**src/design/xss_pkg.sv**
```systemverilog
// shared types and constants for the xoshiro256** generator
// no dependencies
package xss_pkg;

  localparam int WORD_W  = 64;
  localparam int RANGE_W = 32;
  localparam int SPAN_W  = RANGE_W + 1;

  localparam logic [WORD_W-1:0] GOLDEN_INC = 64'h9e3779b97f4a7c15;
  localparam logic [WORD_W-1:0] MIX_MUL_A  = 64'hbf58476d1ce4e5b9;
  localparam logic [WORD_W-1:0] MIX_MUL_B  = 64'h94d049bb133111eb;

  localparam int MIX_SH_A  = 30;
  localparam int MIX_SH_B  = 27;
  localparam int MIX_SH_C  = 31;
  localparam int XS_SHIFT  = 17;
  localparam int XS_ROT    = 45;
  localparam int SCR_ROT   = 7;

  typedef enum logic [1:0] {
    OP_RAW    = 2'd0,
    OP_RANGE  = 2'd1,
    OP_RESEED = 2'd2,
    OP_CLEAR  = 2'd3
  } op_t;

  function automatic logic [WORD_W-1:0] rotl(input logic [WORD_W-1:0] x, input int k);
    return (x << k) | (x >> (WORD_W - k));
  endfunction

endpackage

```
**src/design/xss_ifs.sv**
```systemverilog
// request, response and seed write channels of the generator
// depends on xss_pkg
interface xss_req_if;
  import xss_pkg::*;
  logic                      valid;
  logic                      ready;
  logic [1:0]                opcode;
  logic signed [RANGE_W-1:0] range_low;
  logic signed [RANGE_W-1:0] range_high;
  modport source (output valid, opcode, range_low, range_high, input ready);
  modport sink (input valid, opcode, range_low, range_high, output ready);
endinterface

interface xss_rsp_if;
  import xss_pkg::*;
  logic                      valid;
  logic                      ready;
  logic [WORD_W-1:0]         raw_word;
  logic signed [RANGE_W-1:0] ranged_value;
  logic [WORD_W-1:0]         generated_count;
  modport source (output valid, raw_word, ranged_value, generated_count, input ready);
  modport sink (input valid, raw_word, ranged_value, generated_count, output ready);
endinterface

interface xss_cfg_if;
  import xss_pkg::*;
  logic              valid;
  logic              ready;
  logic [WORD_W-1:0] seed_value;
  modport source (output valid, seed_value, input ready);
  modport sink (input valid, seed_value, output ready);
endinterface

```
**src/design/xss_mul.sv**
```systemverilog
// bit-serial 64 by 64 multiplier, product modulo 2^64, one bit a cycle
// depends on xss_pkg
module xss_mul (
  input  logic                      clk,
  input  logic                      rst,
  input  logic                      start,
  input  logic [xss_pkg::WORD_W-1:0] a,
  input  logic [xss_pkg::WORD_W-1:0] b,
  output logic                      done,
  output logic [xss_pkg::WORD_W-1:0] product
);
  import xss_pkg::*;

  localparam int CNT_W = $clog2(WORD_W);

  logic              busy;
  logic [CNT_W-1:0]  cnt;
  logic [WORD_W-1:0] mcand;
  logic [WORD_W-1:0] mplier;
  logic [WORD_W-1:0] acc;

  assign product = acc;

  always_ff @(posedge clk) begin
    if (rst) begin
      busy <= 1'b0;
      done <= 1'b0;
      cnt  <= '0;
    end else begin
      done <= busy && (cnt == CNT_W'(WORD_W - 1));
      if (start) begin
        busy   <= 1'b1;
        cnt    <= '0;
        mcand  <= a;
        mplier <= b;
        acc    <= '0;
      end else if (busy) begin
        if (mplier[0]) begin
          acc <= acc + mcand;
        end
        mcand  <= mcand << 1;
        mplier <= mplier >> 1;
        cnt    <= cnt + 1'b1;
        if (cnt == CNT_W'(WORD_W - 1)) begin
          busy <= 1'b0;
        end
      end
    end
  end

endmodule

```
**src/design/xss_mod.sv**
```systemverilog
// bit-serial restoring remainder of a 64-bit word by a 33-bit span
// depends on xss_pkg
module xss_mod (
  input  logic                       clk,
  input  logic                       rst,
  input  logic                       start,
  input  logic [xss_pkg::WORD_W-1:0]  dividend,
  input  logic [xss_pkg::SPAN_W-1:0]  divisor,
  output logic                       done,
  output logic [xss_pkg::RANGE_W-1:0] remainder
);
  import xss_pkg::*;

  localparam int CNT_W = $clog2(WORD_W);

  logic              busy;
  logic [CNT_W-1:0]  cnt;
  logic [WORD_W-1:0] dvd;
  logic [SPAN_W-1:0] dvs;
  logic [SPAN_W-1:0] rem;
  logic [SPAN_W:0]   trial;
  logic [SPAN_W:0]   diff;

  // remainder stays below the span, which is at most 2^32
  assign remainder = rem[RANGE_W-1:0];

  always_comb begin
    trial = {rem, dvd[WORD_W-1]};
    diff  = trial - {1'b0, dvs};
  end

  always_ff @(posedge clk) begin
    if (rst) begin
      busy <= 1'b0;
      done <= 1'b0;
      cnt  <= '0;
    end else begin
      done <= busy && (cnt == CNT_W'(WORD_W - 1));
      if (start) begin
        busy <= 1'b1;
        cnt  <= '0;
        dvd  <= dividend;
        dvs  <= divisor;
        rem  <= '0;
      end else if (busy) begin
        if (trial >= {1'b0, dvs}) begin
          rem <= diff[SPAN_W-1:0];
        end else begin
          rem <= trial[SPAN_W-1:0];
        end
        dvd <= dvd << 1;
        cnt <= cnt + 1'b1;
        if (cnt == CNT_W'(WORD_W - 1)) begin
          busy <= 1'b0;
        end
      end
    end
  end

endmodule

```
**src/design/xoshiro256ss_generator.sv**
```systemverilog
// xoshiro256** generator with splitmix64 reseeding, one item at a time
// raw word: accept, S_SCRAM, S_FINISH, then S_DONE loads the output register once it is free;
//   ranged value also waits in S_MOD on the bit-serial remainder unit; no new request until S_IDLE
// reseed: four splitmix draws through the bit-serial multiplier
// after reset the block runs a seed-zero expansion (req.ready low);
//   the seed write channel is always ready
module xoshiro256ss_generator (
  input logic clk,
  input logic rst,
  xss_cfg_if.sink   cfg,
  xss_req_if.sink   req,
  xss_rsp_if.source rsp
);
  import xss_pkg::*;

  typedef enum logic [7:0] {
    S_IDLE   = 8'b0000_0001,
    S_SCRAM  = 8'b0000_0010,
    S_FINISH = 8'b0000_0100,
    S_MOD    = 8'b0000_1000,
    S_DRAW   = 8'b0001_0000,
    S_MUL_A  = 8'b0010_0000,
    S_MUL_B  = 8'b0100_0000,
    S_DONE   = 8'b1000_0000
  } state_t;

  state_t state;

  logic [WORD_W-1:0] seed_value;
  logic [WORD_W-1:0] split_counter;
  logic [WORD_W-1:0] step_count;
  logic [WORD_W-1:0] words [4];
  logic [1:0]        draw_idx;
  logic              init_q;

  op_t                       op_q;
  logic signed [RANGE_W-1:0] lo_q;
  logic [SPAN_W-1:0]         span_q;
  logic [WORD_W-1:0]         p_q;
  logic [WORD_W-1:0]         raw_q;
  logic [RANGE_W-1:0]        ranged_q;

  logic                      rsp_valid;
  logic [WORD_W-1:0]         rsp_raw;
  logic [RANGE_W-1:0]        rsp_ranged;
  logic [WORD_W-1:0]         rsp_count;

  logic [SPAN_W-1:0]  span;
  logic               empty_range;
  logic [WORD_W-1:0]  ctr_next;
  logic [WORD_W-1:0]  scr_rot;
  logic [WORD_W-1:0]  word;
  logic [WORD_W-1:0]  n0, n1, n2, n3;

  logic              mul_start;
  logic [WORD_W-1:0] mul_a;
  logic [WORD_W-1:0] mul_b;
  logic              mul_done;
  logic [WORD_W-1:0] mul_prod;

  logic               mod_start;
  logic               mod_done;
  logic [RANGE_W-1:0] mod_rem;

  assign cfg.ready = 1'b1;
  assign req.ready = (state == S_IDLE);

  assign rsp.valid           = rsp_valid;
  assign rsp.raw_word        = rsp_raw;
  assign rsp.ranged_value    = rsp_ranged;
  assign rsp.generated_count = rsp_count;

  always_comb begin
    span = {req.range_high[RANGE_W-1], req.range_high}
         - {req.range_low[RANGE_W-1], req.range_low} + SPAN_W'(1);
    empty_range = (req.range_low >= req.range_high);
    ctr_next    = split_counter + GOLDEN_INC;

    // scrambler: rotl(w1 * 5, 7) * 9, the first product registered in p_q
    scr_rot = rotl(p_q, SCR_ROT);
    word    = scr_rot + (scr_rot << 3);

    n2 = words[2] ^ words[0];
    n3 = words[3] ^ words[1];
    n1 = words[1] ^ n2;
    n0 = words[0] ^ n3;

    mul_start = (state == S_DRAW) || ((state == S_MUL_A) && mul_done);
    if (state == S_DRAW) begin
      mul_a = ctr_next ^ (ctr_next >> MIX_SH_A);
      mul_b = MIX_MUL_A;
    end else begin
      mul_a = mul_prod ^ (mul_prod >> MIX_SH_B);
      mul_b = MIX_MUL_B;
    end

    mod_start = (state == S_FINISH) && (op_q == OP_RANGE);
  end

  xss_mul u_mul (
    .clk     (clk),
    .rst     (rst),
    .start   (mul_start),
    .a       (mul_a),
    .b       (mul_b),
    .done    (mul_done),
    .product (mul_prod)
  );

  xss_mod u_mod (
    .clk       (clk),
    .rst       (rst),
    .start     (mod_start),
    .dividend  (word),
    .divisor   (span_q),
    .done      (mod_done),
    .remainder (mod_rem)
  );

  always_ff @(posedge clk) begin
    if (rst) begin
      state         <= S_DRAW;
      seed_value    <= '0;
      split_counter <= '0;
      step_count    <= '0;
      draw_idx      <= '0;
      init_q        <= 1'b1;
      rsp_valid     <= 1'b0;
    end else begin
      if (cfg.valid) begin
        seed_value <= cfg.seed_value;
      end
      // in S_DONE the output register is reloaded below instead
      if (rsp_valid && rsp.ready && (state != S_DONE)) begin
        rsp_valid <= 1'b0;
      end

      case (state)
        S_IDLE: begin
          if (req.valid) begin
            op_q     <= op_t'(req.opcode);
            lo_q     <= req.range_low;
            span_q   <= span;
            raw_q    <= '0;
            ranged_q <= '0;
            case (op_t'(req.opcode))
              OP_RAW: begin
                state <= S_SCRAM;
              end
              OP_RANGE: begin
                if (empty_range) begin
                  ranged_q <= req.range_low;
                  state    <= S_DONE;
                end else begin
                  state <= S_SCRAM;
                end
              end
              OP_RESEED: begin
                split_counter <= seed_value;
                draw_idx      <= '0;
                state         <= S_DRAW;
              end
              OP_CLEAR: begin
                step_count <= '0;
                state      <= S_DONE;
              end
              default: begin
                state <= S_DONE;
              end
            endcase
          end
        end

        S_SCRAM: begin
          p_q   <= words[1] + (words[1] << 2);
          state <= S_FINISH;
        end

        S_FINISH: begin
          raw_q      <= word;
          words[0]   <= n0;
          words[1]   <= n1;
          words[2]   <= n2 ^ (words[1] << XS_SHIFT);
          words[3]   <= rotl(n3, XS_ROT);
          step_count <= step_count + 1'b1;
          state      <= (op_q == OP_RANGE) ? S_MOD : S_DONE;
        end

        S_MOD: begin
          if (mod_done) begin
            ranged_q <= lo_q + mod_rem;
            state    <= S_DONE;
          end
        end

        S_DRAW: begin
          split_counter <= ctr_next;
          state         <= S_MUL_A;
        end

        S_MUL_A: begin
          if (mul_done) begin
            state <= S_MUL_B;
          end
        end

        S_MUL_B: begin
          if (mul_done) begin
            words[draw_idx] <= mul_prod ^ (mul_prod >> MIX_SH_C);
            draw_idx        <= draw_idx + 1'b1;
            if (draw_idx == 2'd3) begin
              // the power-up expansion gives no word
              init_q <= 1'b0;
              state  <= init_q ? S_IDLE : S_DONE;
            end else begin
              state <= S_DRAW;
            end
          end
        end

        S_DONE: begin
          if (!rsp_valid || rsp.ready) begin
            rsp_valid  <= 1'b1;
            rsp_raw    <= raw_q;
            rsp_ranged <= ranged_q;
            rsp_count  <= step_count;
            state      <= S_IDLE;
          end
        end

        default: begin
          state <= S_IDLE;
        end
      endcase
    end
  end

endmodule

```
**src/flat_wrapper.sv**
```systemverilog
// flat-port wrapper written by rule: the top's interface ports become plain ports
module xoshiro256ss_generator_flat import xss_pkg::*;
  (clk, rst, cfg_valid, cfg_seed_value, cfg_ready, req_valid, req_opcode, req_range_low, req_range_high, req_ready, rsp_valid, rsp_raw_word, rsp_ranged_value, rsp_generated_count, rsp_ready);
  xss_cfg_if cfg_i ();
  xss_req_if req_i ();
  xss_rsp_if rsp_i ();
  input logic clk;
  input logic rst;
  input wire logic [$bits(cfg_i.valid)-1:0] cfg_valid;
  input wire logic [$bits(cfg_i.seed_value)-1:0] cfg_seed_value;
  output wire logic [$bits(cfg_i.ready)-1:0] cfg_ready;
  input wire logic [$bits(req_i.valid)-1:0] req_valid;
  input wire logic [$bits(req_i.opcode)-1:0] req_opcode;
  input wire logic [$bits(req_i.range_low)-1:0] req_range_low;
  input wire logic [$bits(req_i.range_high)-1:0] req_range_high;
  output wire logic [$bits(req_i.ready)-1:0] req_ready;
  output wire logic [$bits(rsp_i.valid)-1:0] rsp_valid;
  output wire logic [$bits(rsp_i.raw_word)-1:0] rsp_raw_word;
  output wire logic [$bits(rsp_i.ranged_value)-1:0] rsp_ranged_value;
  output wire logic [$bits(rsp_i.generated_count)-1:0] rsp_generated_count;
  input wire logic [$bits(rsp_i.ready)-1:0] rsp_ready;
  assign cfg_i.valid = cfg_valid;
  assign cfg_i.seed_value = cfg_seed_value;
  assign cfg_ready = cfg_i.ready;
  assign req_i.valid = req_valid;
  assign req_i.opcode = req_opcode;
  assign req_i.range_low = req_range_low;
  assign req_i.range_high = req_range_high;
  assign req_ready = req_i.ready;
  assign rsp_valid = rsp_i.valid;
  assign rsp_raw_word = rsp_i.raw_word;
  assign rsp_ranged_value = rsp_i.ranged_value;
  assign rsp_generated_count = rsp_i.generated_count;
  assign rsp_i.ready = rsp_ready;
  xoshiro256ss_generator u_core (.clk(clk), .rst(rst), .cfg(cfg_i), .req(req_i), .rsp(rsp_i));
endmodule
```
**config.mk**
```make
export PLATFORM = sky130hd
export DESIGN_NAME = xoshiro256ss_generator_flat
export DESIGN_NICKNAME = d
export VERILOG_FILES = /design/src/design/xss_pkg.sv /design/src/design/xss_ifs.sv /design/src/design/xss_mul.sv /design/src/design/xss_mod.sv /design/src/design/xoshiro256ss_generator.sv /design/src/flat_wrapper.sv
export SDC_FILE = /design/constraint.sdc
export NUM_CORES = 2
export LEC_CHECK = 0
export BUFFER_PORTS_ARGS = -buffer_cell sky130_fd_sc_hd__buf_2
export CAP_MARGIN = 20
export CORE_MARGIN = 4
export CORE_UTILIZATION = 50
export DETAILED_ROUTE_END_ITERATION = 10
export MAX_ROUTING_LAYER = met4
export PLACE_DENSITY = 0.66
export SYNTH_ARGS = -nofsm -noshare
export SYNTH_HDL_FRONTEND = slang
export SYNTH_SLANG_ARGS = --single-unit
```
**constraint.sdc**
```tcl
create_clock -name clk -period 46.9 [get_ports clk]
set_input_delay 9.38 -clock clk [delete_from_list [all_inputs] [get_ports clk]]
set_output_delay 9.38 -clock clk [all_outputs]
set_load 0.005 [all_outputs]
```
* Word level (Yosys, flattened, before mapping)
Memories as Yosys holds them, arrays and structs flattened. Cells that the tools add are included.
Word-level totals: memories kept 1, output and inout port bits 163, RAM bits 256, word-level logic and storage cells 170, bits in registers 929, input bits 135
Memories:
- u_core.words | depth 4, width 64, read ports 4, clocked after Yosys merged registers in 0, write ports 4, line xoshiro256ss_generator.sv:32 | logic [WORD_W-1:0] words [4];
Operators by class: $add $sub $neg 12, bitwise operators 11, equality and inequality tests 23, $lt $le $gt $ge 2, reductions and logical operators 34, muxes and demuxes 59
Operator list (number):
- $mux 64 | 15
- $pmux 64 s2 | 3
- $xor 64x64->64 | 5
- $add 64x64->64 | 3
- $mux 32 | 4
- $mux 8 | 9
- $mux 33 | 2
- $add 64x1->64 const B | 1
- $add 64x64->64 const B | 1
- $or 64x45->64 | 1
- $or 64x7->64 | 1
- $pmux 32 s2 | 1
- $pmux 8 s8 | 1
- $reduce_or 64->1 | 1
- $xor 64x33->64 | 1
- $xor 64x34->64 | 1
- $xor 64x37->64 | 1
- $mux 62 | 1
- $ge 34x33->1 | 1
- $add 33x1->33 const B | 1
- $sub 32x32->33 | 1
- $sub 33x33->33 | 1
- $add 32x32->32 | 1
- $ge 32x32->1 | 1
- other kinds (31) | 83

* Logic depth before layout (Yosys ltp)
word-level depth 6, mapped depth 17, depth with buffers taken out 17

* Hierarchy
Synthesis repeated with hierarchy kept, for this count alone.
Unflattened totals: cell total of the unflattened synthesis 6463, area, all modules 67961.4 um^2
By module, submodules not included:
- xoshiro256ss_generator | seq. area each 23392.4 um^2, area each 48146.2 um^2, times used 1, cells an instance 4724
- xss_mul | seq. area each 5925.7 um^2, area each 12055.3 um^2, times used 1, cells an instance 1067
- xss_mod | seq. area each 4063.9 um^2, area each 7759.9 um^2, times used 1, cells an instance 672

* Worst setup path after synthesis
OpenSTA, ideal clock, no wires.
path type input-to-reg, start point input rst, end point register u_core.rsp_count[0] (netlist: u_core.rsp.generated_count[0]) (enable), path slack 25.421 ns, arrival time 20.604 ns, required time 46.025 ns, path buffers 2, library setup time 0.875 ns, stages on the path 3, cells stage by stage clkbuf_1 buf_1 nor3_1
Between the ends: longest elaborated chain between the ends 2
Ends and longest elaborated chain:
- from (decl) | line flat_wrapper.sv:8 | input logic rst;
- $not 1->1 (no source line)
- $reduce_and 3->1 (no source line)
- to (signal assigned) | line xoshiro256ss_generator.sv:226 | rsp_count <= step_count;
- to (decl) | line xoshiro256ss_generator.sv:46 | logic [WORD_W-1:0] rsp_count;
Every way passes these cells. A chain may end at the register's enable or synchronous reset.

* Worst setup path in the final report
start point input req_range_low[0], end point register u_core.span_q[29] (data pin)
Between the ends: longest elaborated chain between the ends 2
Ends and longest elaborated chain:
- from (decl) | line flat_wrapper.sv:14 | input wire logic [$bits(req_i.range_low)-1:0] req_range_low;
- $sub 32x32->33 | line xoshiro256ss_generator.sv:75 | - {req.range_low[RANGE_W-1], req.range_low} + SPAN_W'(1);
- $add 33x1->33 | line xoshiro256ss_generator.sv:75
- via u_core.span[29] | line xoshiro256ss_generator.sv:48 | logic [SPAN_W-1:0] span;
- to (signal assigned) | line xoshiro256ss_generator.sv:143 | span_q <= span;
- to (decl) | line xoshiro256ss_generator.sv:38 | logic [SPAN_W-1:0] span_q;
The timed path passes the listed nets, and every way through them passes these cells.

==> metrics.txt <==
Total GRT Usage 0.2579; commonest non-fill, non-tap cell in the layout edfxtp_1; Die W 370.9 µm; Power Dens Cells 36.99 mW/mm²; Final nets roughly 7000; Synth Register Bits around 1200; Worst Setup SP req_range_low[0]; Setup crit end u_core.span_q[29]$_DFFE_PP_; synthesized cell area approximately 0.066 mm²; global-route wire length before repair ~270000 µm; initial antenna violation count 4; WP buf/inv 3; Worst-Margin Slew between 1 and 1.5 ns; synthesis warning total 0; maximum VDD drop roughly 37 µV; Worst Path Arrival 13.65 ns; CP Cell Sequence buf_2, inv_1, ha_1, ha_1, inv_1, fa_1, nor2b_1, o21ai_0, a21boi_0, o211ai_1, o22ai_1, nor4b_1, o31ai_1, a221oi_1, o21ai_0, a311o_1; CTS Buf Count 134; WP data required 47.42 ns; vias in the first global route 46310; sw power 754.2 µW; Post-CTS Setup Repair Bufs 0; DR vias/cell just under 6; R2R Setup Slk approximately 42 ns; clock skew roughly 0.023 ns; final antenna-violating net count 0; worst-path maximum fanout 4; Post-Route WL 174900 µm; post-synthesis average cell area between 10 and 15 µm²; f_max 76.17 MHz; Detailed Place HPWL 124500 µm; largest net degree at the start of global routing 160; Layout Cells excl Fill roughly 8400; clk sinks 1185; via count just under 50000; register area share after synthesis 0.5068; Skew-Pair Late Insertion Delay roughly 0.78 ns; cell family with most CP delay compound AO/OA/AOI/OAI gates; Die ar. about 0.14 mm²; logic gate share of total power 0.154; Netlist cell types 112; Int Power around 2000 µW; Largest stage delay, worst path around 0.57 ns; pins over their slew limit 0; RR Startpoint u_core.state[1]$_SDFFE_PP0P_; Final Setup Violations 0; power share of the clock group 0.390; final setup margin 33.77 ns; syn nets roughly 6800; layout overhead on the synthesized area 11.61%; RSZ-0062 raised after global routing no; I/O pins ~300; CTS Hold Bufs 0; Core Rows 132; CTS tree done; commonest cells after routing, fill and taps aside edfxtp_1 (965), nor2_1 (734), nand2_1 (561); top_reg_cell synth edfxtp_1; Worst-path clk slew roughly 0.06 ns; Max clock buf depth 3; Seq pwr share 0.456; Avg WL per Cell roughly 21 µm; Leak 0.02845 µW; pre-CTS WS 33.15 ns; fraction of registers with async set/reset 0; Rel. slew slack 0.2839; Sw Share 0.2774; stages on the worst setup path 16; Congestion Overflow GR 0; final core occ 0.5648; met2 usage 0.3818; # port buffers 296; DRT iter0 DRCs 4575; Post-synth EDFFs roughly 970; core footprint 0.1301 mm²; R2R depth 12; M1 GR Usage 0.3655; clk root buf clkbuf_16; max reg flops 256; number of gates resized after cts 0; largest register by flop count u_core.words; Fin Setup TNS 0 ns; GR Util met3 0.03518; status completed; startpoint class of the critical path primary input; initial core utilization 0.5061; H-tree levels 4; dpl cells between 8000 and 9000; Die Height roughly 370 µm; CP Capture Type register; count of final hold-check violations 0; residual DRC count 0; R2R Path End u_core.u_mul.mcand[12]$_DFFE_PP_; ratio of cells with drive above 1 in the final layout 0.1004; crit share post-route 0.2799; worst hold path type reg2reg; minimum clock period between 10 and 15 ns; crit path kind in2reg; Post-Synthesis Cells about 6300; GPL Wtd Cong 0.9141; drt first pass iters 5; Critical-path top delay cell o22ai_1; maxcap violations 0; busiest grt layer met2
## through the flow
step	hold slack, ns	total power [µW]	area, µm²
global placement	0.4003	1669	68990
finish	0.4133	2719	73510
global route	0.4210	2826	73510
detailed placement	0.4045	1674	68990
CTS	0.4130	2734	73430
floorplan	0.4003	1544	65860
## cell usage after synthesis, types with 85 or more instances
master / n / share of area
o21ai_0: 404 / 0.031
inv_1: 233 / 0.013
a21o_1: 187 / 0.021
xnor2_1: 420 / 0.056
clkbuf_1: 217 / 0.012
dfxtp_1: 220 / 0.067
nor3_1: 85 / 0.0065
a21oi_1: 456 / 0.035
nand2_1: 562 / 0.032
ha_1: 347 / 0.066
nand3_1: 98 / 0.0074
xor2_1: 355 / 0.047
nor2_1: 740 / 0.042
edfxtp_1: 965 / 0.44
mux2i_1: 93 / 0.014
## power by group through the flow
stage          combinational (µW)  clock [µW]  sequential [µW]
3_3_place_gp                  409           0             1260
4_1_cts                       417        1080             1240
5_1_grt                       460        1120             1240
3_5_place_dp                  414           0             1260
6_report                      420        1060             1240
2_1_floorplan                 307           0             1240
## area by class of cell
type / instances / area, µm²
timing repair buffer: 342 / 1906
antenna: 3 / 7.507
clock buffer: 165 / 3662
inverter: 234 / 878.3
sequential: 1185 / 33380
fill: 11320 / 56640
multi-input combinational: 4654 / 30710
clock inverter: 76 / 779.5
tap: 1742 / 2180
## how the worst min path moves through the flow
stage	startpoint	end	slack, ns	depth (start not counted)
after floorplan	u_core.ranged_q[0]$_DFFE_PP_	u_core.rsp.ranged_value[0]$_DFFE_PP_	0.40	0
after global placement	u_core.span_q[24]$_DFFE_PP_	u_core.u_mod.dvs[24]$_DFFE_PP_	0.40	0
after detailed placement	u_core.ranged_q[20]$_DFFE_PP_	u_core.rsp.ranged_value[20]$_DFFE_PP_	0.40	0
after CTS	u_core.raw_q[14]$_SDFFCE_PN0P_	u_core.rsp.raw_word[14]$_DFFE_PP_	0.41	0
after global routing	u_core.raw_q[0]$_SDFFCE_PN0P_	u_core.rsp.raw_word[0]$_DFFE_PP_	0.42	0
final	u_core.span_q[0]$_DFFE_PP_	u_core.u_mod.dvs[0]$_DFFE_PP_	0.41	0
## metal layers
layer | up-vias | share of wire
met5 | - | 0
met4 | 0 | 0.035
met3 | 280 | 0.063
met2 | 1554 | 0.44
met1 | 23370 | 0.46
li1 | 23300 | -
## kinds of logic (layout without fill, tap and decap cells)
| group | Yosys count | after routing | share of synthesized area |
|---|---|---|---|
| compound gates | 1550 | 1550 | 0.1489 |
| other cells | 1 | 4 | 0.00005694 |
| fa+ha+maj | 354 | 354 | 0.06805 |
| simple gates | 1876 | 1876 | 0.1282 |
| buf+inv | 502 | 817 | 0.02939 |
| xor+xnor | 778 | 778 | 0.1041 |
| mux | 95 | 95 | 0.01448 |
| flops | 1185 | 1185 | 0.5068 |
(Power assumes the default switching activity.)
